## src/rtl/fapt_pkg.sv

```systemverilog
// Shared types, codes and widths of the field access permission table.
package fapt_pkg;

  // Default sizes, handed to the top level parameters
  localparam int TABLE_DEPTH_DEF   = 64;
  localparam int FIELD_ID_BITS_DEF = 12;

  // Fixed field widths of the item and result
  localparam int MODE_W    = 2;
  localparam int PHASE_W   = 8;
  localparam int ACTOR_W   = 8;
  localparam int FIELD_W   = 12;
  localparam int KIND_W    = 2;
  localparam int STORAGE_W = 13;
  localparam int STATUS_W  = 4;
  localparam int USED_W    = 7;

  // Stream payload layout
  localparam int IN_TUSER_W  = MODE_W;
  localparam int IN_TDATA_W  = 48;
  localparam int OUT_TDATA_W = 16;

  localparam int PHASE_LSB   = 0;
  localparam int ACTOR_LSB   = PHASE_LSB + PHASE_W;
  localparam int FIELD_LSB   = ACTOR_LSB + ACTOR_W;
  localparam int KIND_LSB    = FIELD_LSB + FIELD_W;
  localparam int STORAGE_LSB = KIND_LSB + KIND_W;
  localparam int IN_USED_W   = STORAGE_LSB + STORAGE_W;
  localparam int OUT_USED_W  = STATUS_W + USED_W;

  // Configuration port
  localparam int CFG_IDX_W  = 1;
  localparam int CFG_DATA_W = 13;

  typedef enum logic [CFG_IDX_W-1:0] {
    CFG_FIELD_TOTAL = 1'd0,
    CFG_PLAN_LOCKED = 1'd1
  } cfg_reg_t;

  typedef enum logic [MODE_W-1:0] {
    MODE_DECLARE = 2'd0,
    MODE_CHK_RD  = 2'd1,
    MODE_CHK_WR  = 2'd2
  } mode_t;

  typedef enum logic [KIND_W-1:0] {
    KIND_READ  = 2'd0,
    KIND_WRITE = 2'd1,
    KIND_RW    = 2'd2
  } kind_t;

  typedef enum logic [STATUS_W-1:0] {
    ST_OK            = 4'd0,
    ST_FROZEN        = 4'd1,
    ST_UNKNOWN_FIELD = 4'd2,
    ST_BAD_KIND      = 4'd3,
    ST_DUPLICATE     = 4'd4,
    ST_WRITER_EXISTS = 4'd5,
    ST_FULL          = 4'd6,
    ST_NOT_FROZEN    = 4'd7,
    ST_DOMAIN        = 4'd8,
    ST_UNDECLARED    = 4'd9,
    ST_NO_READ       = 4'd10,
    ST_NO_WRITE      = 4'd11
  } status_t;

  typedef enum logic [2:0] {
    S_IDLE  = 3'd0,
    S_PRE   = 3'd1,
    S_SCAN  = 3'd2,
    S_DRAIN = 3'd3,
    S_FIN   = 3'd4
  } state_t;

  // Controller to datapath
  typedef struct packed {
    logic load;   // latch the accepted item, clear the scan results
    logic rd;     // read the table entry under the scan index
    logic fin;    // settle the status, commit, load the result register
  } dp_cmd_t;

  // Datapath to controller
  typedef struct packed {
    logic early_ok;   // no refusal decided before the scan
    logic cnt_zero;   // table empty
    logic scan_last;  // scan index points at the last held entry
    logic out_free;   // result register can take a new result
  } dp_sts_t;

  function automatic logic kind_writes(input logic [KIND_W-1:0] k);
    kind_writes = (k == KIND_WRITE) || (k == KIND_RW);
  endfunction

endpackage

```

## src/rtl/fapt_ctrl.sv

```systemverilog
// Sequencer of the field access permission table: accept, scan, finish.
module fapt_ctrl (
  input  logic              clk,
  input  logic              rst_n,
  input  logic              in_tvalid,
  output logic              in_tready,
  input  fapt_pkg::dp_sts_t sts,
  output fapt_pkg::dp_cmd_t cmd
);
  import fapt_pkg::*;

  state_t state_r, state_nxt;

  always_ff @(posedge clk) begin
    if (!rst_n) begin
      state_r <= S_IDLE;
    end else begin
      state_r <= state_nxt;
    end
  end

  always_comb begin
    state_nxt = state_r;
    case (state_r)
      S_IDLE: begin
        if (in_tvalid) state_nxt = S_PRE;
      end
      S_PRE: begin
        if (!sts.early_ok || sts.cnt_zero) state_nxt = S_FIN;
        else                               state_nxt = S_SCAN;
      end
      S_SCAN: begin
        if (sts.scan_last) state_nxt = S_DRAIN;
      end
      S_DRAIN: state_nxt = S_FIN;
      S_FIN: begin
        if (sts.out_free) state_nxt = S_IDLE;
      end
      default: state_nxt = S_IDLE;
    endcase
  end

  always_comb begin
    in_tready = 1'b0;
    cmd       = '0;
    case (state_r)
      S_IDLE: begin
        in_tready = 1'b1;
        cmd.load  = in_tvalid;
      end
      S_SCAN:  cmd.rd  = 1'b1;
      S_FIN:   cmd.fin = sts.out_free;
      default: cmd     = '0;
    endcase
  end

endmodule

```

## src/rtl/fapt_dp.sv

```systemverilog
// Datapath of the field access permission table: item, table, scan and result.
module fapt_dp #(
  parameter int TABLE_DEPTH   = fapt_pkg::TABLE_DEPTH_DEF,
  parameter int FIELD_ID_BITS = fapt_pkg::FIELD_ID_BITS_DEF
) (
  input  logic                             clk,
  input  logic                             rst_n,
  input  logic [fapt_pkg::IN_TDATA_W-1:0]  in_tdata,
  input  logic [fapt_pkg::IN_TUSER_W-1:0]  in_tuser,
  input  logic [fapt_pkg::CFG_DATA_W-1:0]  field_total,
  input  logic                             plan_locked,
  input  fapt_pkg::dp_cmd_t                cmd,
  output fapt_pkg::dp_sts_t                sts,
  output logic                             out_tvalid,
  input  logic                             out_tready,
  output logic [fapt_pkg::OUT_TDATA_W-1:0] out_tdata
);
  import fapt_pkg::*;

  localparam int AW   = (TABLE_DEPTH > 1) ? $clog2(TABLE_DEPTH) : 1;
  localparam int CW   = $clog2(TABLE_DEPTH + 1);
  localparam int FB   = FIELD_ID_BITS;
  localparam int CMPW = (FB > CFG_DATA_W) ? FB : CFG_DATA_W;
  localparam int EW   = PHASE_W + ACTOR_W + FB + KIND_W;

  // Latched item
  mode_t                mode_r;
  logic [PHASE_W-1:0]   ph_r;
  logic [ACTOR_W-1:0]   ac_r;
  logic [FB-1:0]        fd_r;
  logic [KIND_W-1:0]    kind_r;
  logic [STORAGE_W-1:0] stor_r;

  // Table and scan
  logic [EW-1:0]        mem [TABLE_DEPTH];
  logic [EW-1:0]        rd_data_r;
  logic                 rd_vld_r;
  logic [AW-1:0]        idx_r;
  logic [CW-1:0]        count_r, count_nxt;
  logic                 found_r;
  logic [KIND_W-1:0]    fkind_r;
  logic                 wheld_r;

  // Result
  logic                 out_vld_r;
  logic [OUT_TDATA_W-1:0] out_data_r;

  logic [PHASE_W-1:0]   e_ph;
  logic [ACTOR_W-1:0]   e_ac;
  logic [FB-1:0]        e_fd;
  logic [KIND_W-1:0]    e_kind;
  logic                 pf_eq, trip_eq;
  status_t              early_st, fin_st;
  logic                 commit;

  always_ff @(posedge clk) begin
    if (cmd.load) begin
      mode_r <= mode_t'(in_tuser);
      ph_r   <= in_tdata[PHASE_LSB +: PHASE_W];
      ac_r   <= in_tdata[ACTOR_LSB +: ACTOR_W];
      fd_r   <= FB'(in_tdata[FIELD_LSB +: FIELD_W]);
      kind_r <= in_tdata[KIND_LSB +: KIND_W];
      stor_r <= in_tdata[STORAGE_LSB +: STORAGE_W];
    end
  end

  // Refusals that need no look at the table
  always_comb begin
    early_st = ST_OK;
    case (mode_r)
      MODE_DECLARE: begin
        if (plan_locked)
          early_st = ST_FROZEN;
        else if (CMPW'(fd_r) >= CMPW'(field_total))
          early_st = ST_UNKNOWN_FIELD;
        else if (!(kind_r inside {KIND_READ, KIND_WRITE, KIND_RW}))
          early_st = ST_BAD_KIND;
      end
      MODE_CHK_RD, MODE_CHK_WR: begin
        if (!plan_locked)
          early_st = ST_NOT_FROZEN;
        else if (field_total != stor_r)
          early_st = ST_DOMAIN;
      end
      default: early_st = ST_BAD_KIND;
    endcase
  end

  // Table memory, one read port for the scan
  always_ff @(posedge clk) begin
    if (cmd.rd) rd_data_r <= mem[idx_r];
    if (commit) mem[count_r[AW-1:0]] <= {ph_r, ac_r, fd_r, kind_r};
  end

  assign {e_ph, e_ac, e_fd, e_kind} = rd_data_r;
  assign pf_eq   = (e_ph == ph_r) && (e_fd == fd_r);
  assign trip_eq = pf_eq && (e_ac == ac_r);

  always_ff @(posedge clk) begin
    if (!rst_n) begin
      rd_vld_r <= 1'b0;
      found_r  <= 1'b0;
      wheld_r  <= 1'b0;
      idx_r    <= '0;
    end else begin
      rd_vld_r <= cmd.rd;
      if (cmd.load) begin
        found_r <= 1'b0;
        wheld_r <= 1'b0;
        idx_r   <= '0;
      end else begin
        if (cmd.rd) idx_r <= idx_r + AW'(1);
        if (rd_vld_r) begin
          if (trip_eq && !found_r) begin
            found_r <= 1'b1;
            fkind_r <= e_kind;
          end
          if (pf_eq && kind_writes(e_kind)) wheld_r <= 1'b1;
        end
      end
    end
  end

  // Final status once the scan is over
  always_comb begin
    fin_st = early_st;
    if (early_st == ST_OK) begin
      case (mode_r)
        MODE_DECLARE: begin
          if (found_r)                                 fin_st = ST_DUPLICATE;
          else if (kind_writes(kind_r) && wheld_r)     fin_st = ST_WRITER_EXISTS;
          else if (count_r == CW'(TABLE_DEPTH))        fin_st = ST_FULL;
        end
        MODE_CHK_RD: begin
          if (!found_r)                  fin_st = ST_UNDECLARED;
          else if (fkind_r == KIND_WRITE) fin_st = ST_NO_READ;
        end
        MODE_CHK_WR: begin
          if (!found_r)                  fin_st = ST_UNDECLARED;
          else if (fkind_r == KIND_READ) fin_st = ST_NO_WRITE;
        end
        default: fin_st = ST_BAD_KIND;
      endcase
    end
  end

  assign commit    = cmd.fin && (mode_r == MODE_DECLARE) && (fin_st == ST_OK);
  assign count_nxt = commit ? count_r + CW'(1) : count_r;

  always_ff @(posedge clk) begin
    if (!rst_n) begin
      count_r   <= '0;
      out_vld_r <= 1'b0;
    end else begin
      count_r <= count_nxt;
      if (cmd.fin)        out_vld_r <= 1'b1;
      else if (out_tready) out_vld_r <= 1'b0;
    end
  end

  always_ff @(posedge clk) begin
    if (cmd.fin)
      out_data_r <= OUT_TDATA_W'({USED_W'(count_nxt), fin_st});
  end

  assign out_tvalid    = out_vld_r;
  assign out_tdata     = out_data_r;
  assign sts.early_ok  = (early_st == ST_OK);
  assign sts.cnt_zero  = (count_r == '0);
  assign sts.scan_last = (CW'(idx_r) == count_r - CW'(1));
  assign sts.out_free  = !out_vld_r || out_tready;

`ifndef SYNTHESIS
  a_count_bound: assert property (@(posedge clk) disable iff (!rst_n)
    count_r <= CW'(TABLE_DEPTH))
    else $error("declaration count beyond table depth");

  a_count_step: assert property (@(posedge clk) disable iff (!rst_n)
    $past(rst_n) && (count_r != $past(count_r)) |->
      (count_r == $past(count_r) + CW'(1)) && $past(cmd.fin))
    else $error("declaration count moved other than by one append");

  a_fin_slot: assert property (@(posedge clk) disable iff (!rst_n)
    cmd.fin |-> !out_vld_r || out_tready)
    else $error("result loaded over one not yet taken");

  a_scan_range: assert property (@(posedge clk) disable iff (!rst_n)
    cmd.rd |-> CW'(idx_r) < count_r)
    else $error("scan read beyond the held declarations");
`endif

endmodule

```

## src/rtl/field_access_permission_table.sv

```systemverilog
// Top level of the field access permission table.
//
// The block holds up to TABLE_DEPTH access declarations (phase, actor,
// field, kind) and answers each input item with exactly one result item
// carrying a status code and the number of declarations held after the
// item. Declare items (mode 0) append a declaration unless the plan is
// locked, the field lies outside field_total, the kind is unrecognised,
// the triple is already held, a writing item meets a held writer of that
// phase and field, or the table is full. Read and write checks (modes 1
// and 2) need a locked plan and a storage field count equal to field_total,
// then look the triple up and refuse a read of a write-only entry or a
// write of a read-only entry. Mode 3 answers bad kind and changes nothing.
// One item is worked on at a time: it passes a pre-check, a search of the
// held declarations, a drain and a finish state; a refusal that needs no
// search, or an empty table, skips to the finish. The finish waits until
// the result register is free; the next item is taken in the idle state
// after a result is loaded. The search reads the table through its single
// read port, one entry a cycle. A finished result waits in its output
// register while the next item is accepted. The table needs no clearing
// after reset; only entries below the count are ever read.
// Configuration: index 0 is field_total (13 bits), index 1 is plan_locked
// (bit 0); write it only while the block is idle.
module field_access_permission_table #(
  parameter int TABLE_DEPTH   = fapt_pkg::TABLE_DEPTH_DEF,
  parameter int FIELD_ID_BITS = fapt_pkg::FIELD_ID_BITS_DEF
) (
  input  logic                             clk,
  input  logic                             rst_n,
  // Input items
  input  logic                             in_tvalid,
  output logic                             in_tready,
  // [7:0] phase_id, [15:8] actor_id, [27:16] field_id,
  // [29:28] access_kind, [42:30] storage_fields, [47:43] zero
  input  logic [fapt_pkg::IN_TDATA_W-1:0]  in_tdata,
  // [1:0] mode
  input  logic [fapt_pkg::IN_TUSER_W-1:0]  in_tuser,
  // Result items
  output logic                             out_tvalid,
  input  logic                             out_tready,
  // [3:0] status, [10:4] entries_used, [15:11] zero
  output logic [fapt_pkg::OUT_TDATA_W-1:0] out_tdata,
  // Configuration writes
  input  logic                             cfg_valid,
  output logic                             cfg_ready,
  input  logic [fapt_pkg::CFG_IDX_W-1:0]   cfg_index,
  input  logic [fapt_pkg::CFG_DATA_W-1:0]  cfg_data
);
  import fapt_pkg::*;

  logic [CFG_DATA_W-1:0] field_total_r;
  logic                  plan_locked_r;
  dp_cmd_t               cmd;
  dp_sts_t               sts;

  // Configuration registers; writes are always taken
  assign cfg_ready = 1'b1;

  always_ff @(posedge clk) begin
    if (!rst_n) begin
      field_total_r <= '0;
      plan_locked_r <= 1'b0;
    end else if (cfg_valid) begin
      case (cfg_reg_t'(cfg_index))
        CFG_FIELD_TOTAL: field_total_r <= cfg_data;
        CFG_PLAN_LOCKED: plan_locked_r <= cfg_data[0];
        default: ;
      endcase
    end
  end

  // Sequence each item: latch, search the table, settle the result
  fapt_ctrl u_ctrl (
    .clk       (clk),
    .rst_n     (rst_n),
    .in_tvalid (in_tvalid),
    .in_tready (in_tready),
    .sts       (sts),
    .cmd       (cmd)
  );

  // Hold the item, the declaration table and the result register
  fapt_dp #(
    .TABLE_DEPTH   (TABLE_DEPTH),
    .FIELD_ID_BITS (FIELD_ID_BITS)
  ) u_dp (
    .clk         (clk),
    .rst_n       (rst_n),
    .in_tdata    (in_tdata),
    .in_tuser    (in_tuser),
    .field_total (field_total_r),
    .plan_locked (plan_locked_r),
    .cmd         (cmd),
    .sts         (sts),
    .out_tvalid  (out_tvalid),
    .out_tready  (out_tready),
    .out_tdata   (out_tdata)
  );

`ifndef SYNTHESIS
  a_busy_after_accept: assert property (@(posedge clk) disable iff (!rst_n)
    in_tvalid && in_tready |=> !in_tready)
    else $error("item accepted while another is at work");

  a_load_on_accept: assert property (@(posedge clk) disable iff (!rst_n)
    cmd.load |-> in_tvalid && in_tready)
    else $error("item latched without a handshake");

  a_one_cmd: assert property (@(posedge clk) disable iff (!rst_n)
    $onehot0({cmd.load, cmd.rd, cmd.fin}))
    else $error("controller issued conflicting commands");
`endif

endmodule

```

## config.mk

```make
export PLATFORM = sky130hd
export DESIGN_NAME = field_access_permission_table
export DESIGN_NICKNAME = d
export VERILOG_FILES = /design/src/rtl/fapt_pkg.sv /design/src/rtl/fapt_ctrl.sv /design/src/rtl/fapt_dp.sv /design/src/rtl/field_access_permission_table.sv
export SDC_FILE = /design/constraint.sdc
export NUM_CORES = 2
export LEC_CHECK = 0
export ABC_AREA = 1
export BUFFER_PORTS_ARGS = -buffer_cell sky130_fd_sc_hd__buf_2
export CORE_ASPECT_RATIO = 0.8
export CORE_MARGIN = 2
export CORE_UTILIZATION = 50
export DETAILED_ROUTE_END_ITERATION = 7
export HOLD_SLACK_MARGIN = 0.08
export PLACE_DENSITY_LB_ADDON = 0.25
export SLEW_MARGIN = 20
export SYNTH_ARGS = -nofsm -noshare
export SYNTH_HDL_FRONTEND = slang
export SYNTH_SLANG_ARGS = --single-unit
```

## constraint.sdc

```tcl
create_clock -name clk -period 7.1 [get_ports clk]
set_input_delay 1.42 -clock clk [delete_from_list [all_inputs] [get_ports clk]]
set_output_delay 1.42 -clock clk [all_outputs]
set_load 0.03 [all_outputs]
```

==> impl_results.md <==
* First-pass GRT wire length at around 320000 um
* Simple logic cell fraction of the synthesized area at about 8.7%
* Share of cells above drive strength 1 at 9.16%
* Die width at 451 um
* Post_cts resized at 0
* Drt total wl at between 200000 and 250000 um
* Fillcell total at roughly 13000
* Row cnt at roughly 130
* Cell Area, Synth at approximately 80000 um2
* Mux share of post-synthesis cell area at 0%
* Clk_lat worst skew at roughly 0.83 ns
* EDFF count, synth at 2008
* Routed vias at 50800
* CTS max path bufs at 3
* CP max stage cell: nor2_4
* Maximum fanout along the worst path at 36
* Max Cap Viol at 0
* Status: complete, no violations
* Worst setup startpoint: u_dp.fd_r[1]
* # setup viols final at 0
* Max Clock Freq at roughly 0.23 GHz
* Clock buffer count from CTS at between 150 and 200
* Reg clk slew, reported paths at approximately 0.06 ns
* WS Path Type: flip-flop to flip-flop
* DIE HEIGHT at ~360 um
* Io pins at 88
* Worst r2r src: u_dp.fd_r[1]
* Final clock skew at 0.0320 ns
* Die Footprint at ~160000 um2
* Largest net degree at the start of global routing at around 210
* Worst-margin pin slew at between 1 and 1.5 ns
* Clock sinks at about 2000
* Period utilisation layout at 61.0%
* Core Region at approximately 160000 um2
* Hold slack final at 0.467 ns
* Hold Crit Endpoint: u_dp.wheld_r
* Hold path cells at 2
* RR Endpoint: u_dp.mem[7][4]
* Hold wc startpoint: u_dp.wheld_r
* CP Capture Type: flip-flop
* RSZ-0062 raised after global routing: no
* DP Worst Slack at roughly 2.6 ns
* Hold_buf cts at 0
* Leakage at 28.2 nW
* CTS tree: built
* R2r setup slk at about 2.8 ns
* Final Hold Vio Count at 0
* DRT Pass-1 Iters at 6
* Startpoint type of the worst setup path: flip-flop
* H-tree levels at 4
* Synth warnings at 0
* Worst-path cell chain: buf_4, ha_1, nand2_1, nor2_1, nand3_1, nand2_1, nor2_2, nand3_2, a21oi_4, nand3_4, nor2_8, nand3_2, nor2_4, buf_4
* DRC Markers at 0
* DR vias/cell at about 6.2
* Maximum vdd drop at approximately 0.18 mV
* Seq/Total Area, Yosys at 76.3%
* Vias in the first global route at approximately 46000
* Synth Instances at slightly below 6000
* Final setup TNS at 0 ns
* Worst rel slew slack at 23.0%
* Predominant post-synthesis flop cell: edfxtp_1
* Global-route usage over all layers at 26.9%
* DP Wirelength at ~120000 um
* CP max stage delay at around 0.83 ns
* Complex-gate fraction of the synthesized area at a little under an eighth
* Arrival time worst endpoint at around 4.8 ns
* Adder-cell share of the synthesized area at less than 1%
* Initial Utilization at between 50% and 60%
* Combinational family with the most area after synthesis: compound AO/OA/AOI/OAI gates
* Post-CTS Setup Bufs at 0
* R2R depth at 14
* P per Cell Area at ~260 nW/um2
* PnR worst setup slack at between 2 and 3 ns
* CP Data Required Time at about 7.6 ns
* Hold Crit Class: flip-flop to flip-flop
* Antenna Nets Post-Route at 0
* Xor/xnor share of the synthesized area at less than 1%
* Initial antenna violation count at 11
* Crit path time final at roughly 4.3 ns
* RePlAce Congestion at 0.899
* Overall Power at 23.6 mW
* Nets at ~6000
* Slew Viols, Final at 0
* FFs w/ async S/R, synth at 0%
* DRT iter0 DRCs at approximately 7500
* IO buf count at 76
* Register Area at approximately 61000 um2
* Area delta synth->final at 11.4%
* Root Buffer: clkbuf_16
* Routed len/inst at roughly 28 um
* Multi-input logic area at 17500 um2
* Synthesized flop and latch total at 2042
* GR Overflow Total at 0
* Mean Syn Cell Area at 13.6 um2
* Number of library cell types mapped by synthesis at 46
## worst max-delay path: cells and delay by family (launching register included)
family          cells  cell delay, ns
simple gates       10            2.19
buf+inv             2            0.87
fa+ha+maj           1            0.34
flops               1            0.32
compound gates      1            0.24
## cells in the final DEF (no fill, tap or decap), drive strengths merged, types with 21 or more instances in the layout
master	synthesis	final
edfxtp	2008	2008
nor2	1080	1080
o21ai	985	985
nand2	319	319
o22ai	285	285
clkbuf	352	238
buf	65	204
o221ai	201	201
nand3	140	140
nand4	115	115
inv	80	89
clkinv	2	75
a21oi	54	54
o211ai	42	42
dfxtp	34	34
ha	21	21
## power by group
group	internal, mW	total, mW	switching [mW]
clock	5.33	9.66	4.34
combinational	0.0826	0.549	0.466
sequential	13.4	13.4	0.0315
total	18.8	23.6	4.84
## flip-flops by register name (all words and copies together), names as in the netlist
signal           flops
u_dp.mode_r          2
u_dp.ph_r            8
u_ctrl.state_r       3
u_dp.kind_r          2
u_dp.fd_r           12
u_dp.idx_r           6
u_dp.out_tdata      11
u_dp.out_tvalid      1
u_dp.mem          1920
u_dp.rd_vld_r        1
u_dp.wheld_r         1
u_dp.found_r         1
u_dp.fkind_r         2
u_dp.rd_data_r      30
u_dp.count_r         7
plan_locked_r        1
u_dp.ac_r            8
field_total_r       13
u_dp.stor_r         13
## area by class of cell
type / instances / share of cell area [%]
multi-input combinational: 3345 / 19.7
inverter: 82 / 0.379
timing repair buffer: 204 / 2.08
tap: 2128 / 2.99
clock inverter: 93 / 0.780
sequential: 2042 / 68.5
antenna: 1 / 0.00281
clock buffer: 238 / 5.64
## cells in the mapped netlist, drive strengths merged, types with 54 or more instances
cell / number / area (um2)
inv: 80 / 300
buf: 65 / 330
edfxtp: 2008 / 60300
nand4: 115 / 719
o221ai: 201 / 1760
nand2: 319 / 1240
clkbuf: 352 / 1320
nor2: 1080 / 4120
nand3: 140 / 791
o21ai: 985 / 4930
a21oi: 54 / 282
o22ai: 285 / 1780
## routing by layer
| layer | global-route usage (%) | wire length [um] |
|---|---|---|
| met1 | 41.6 | 94700 |
| met2 | 38.0 | 95700 |
| met3 | 5.96 | 27000 |
| met4 | 8.06 | 6230 |
| met5 | 0 | 79 |
## through the flow
stage | util [%] | area, um2 | instances
2_1_floorplan | - | 79900 | 5886
6_report | 56.0 | 89100 | 8133
4_1_cts | 55.7 | 88600 | 8112
3_5_place_dp | 52.1 | 82900 | 7781
5_1_grt | 56.0 | 89100 | 8132
3_3_place_gp | 52.0 | 82800 | 7777
## how the worst max path moves through the flow
| stage | end | slack, ns | depth (start not counted) |
|---|---|---|---|
| 2_1_floorplan | u_dp.mem[15][0] | 1.91 | 12 |
| 3_3_place_gp | u_dp.mem[7][10] | 2.56 | 8 |
| 3_5_place_dp | u_dp.mem[7][4] | 2.55 | 8 |
| 4_1_cts | u_dp.mem[7][4] | 2.81 | 14 |
| 5_1_grt | u_dp.mem[7][18] | 2.59 | 16 |
| 6_report | u_dp.mem[7][4] | 2.77 | 14 |
## kinds of logic (layout without fill, tap and decap cells)
logic type,after synthesis,after routing
XOR/XNOR,35,35
buffers and inverters,499,617
AO/OA/AOI/OAI,1611,1611
flip-flops,2042,2042
AND/OR/NAND/NOR,1672,1672
adder cells (fa/ha/maj),21,21
other,2,7
Note: power is estimated with default switching activity, not from simulation.
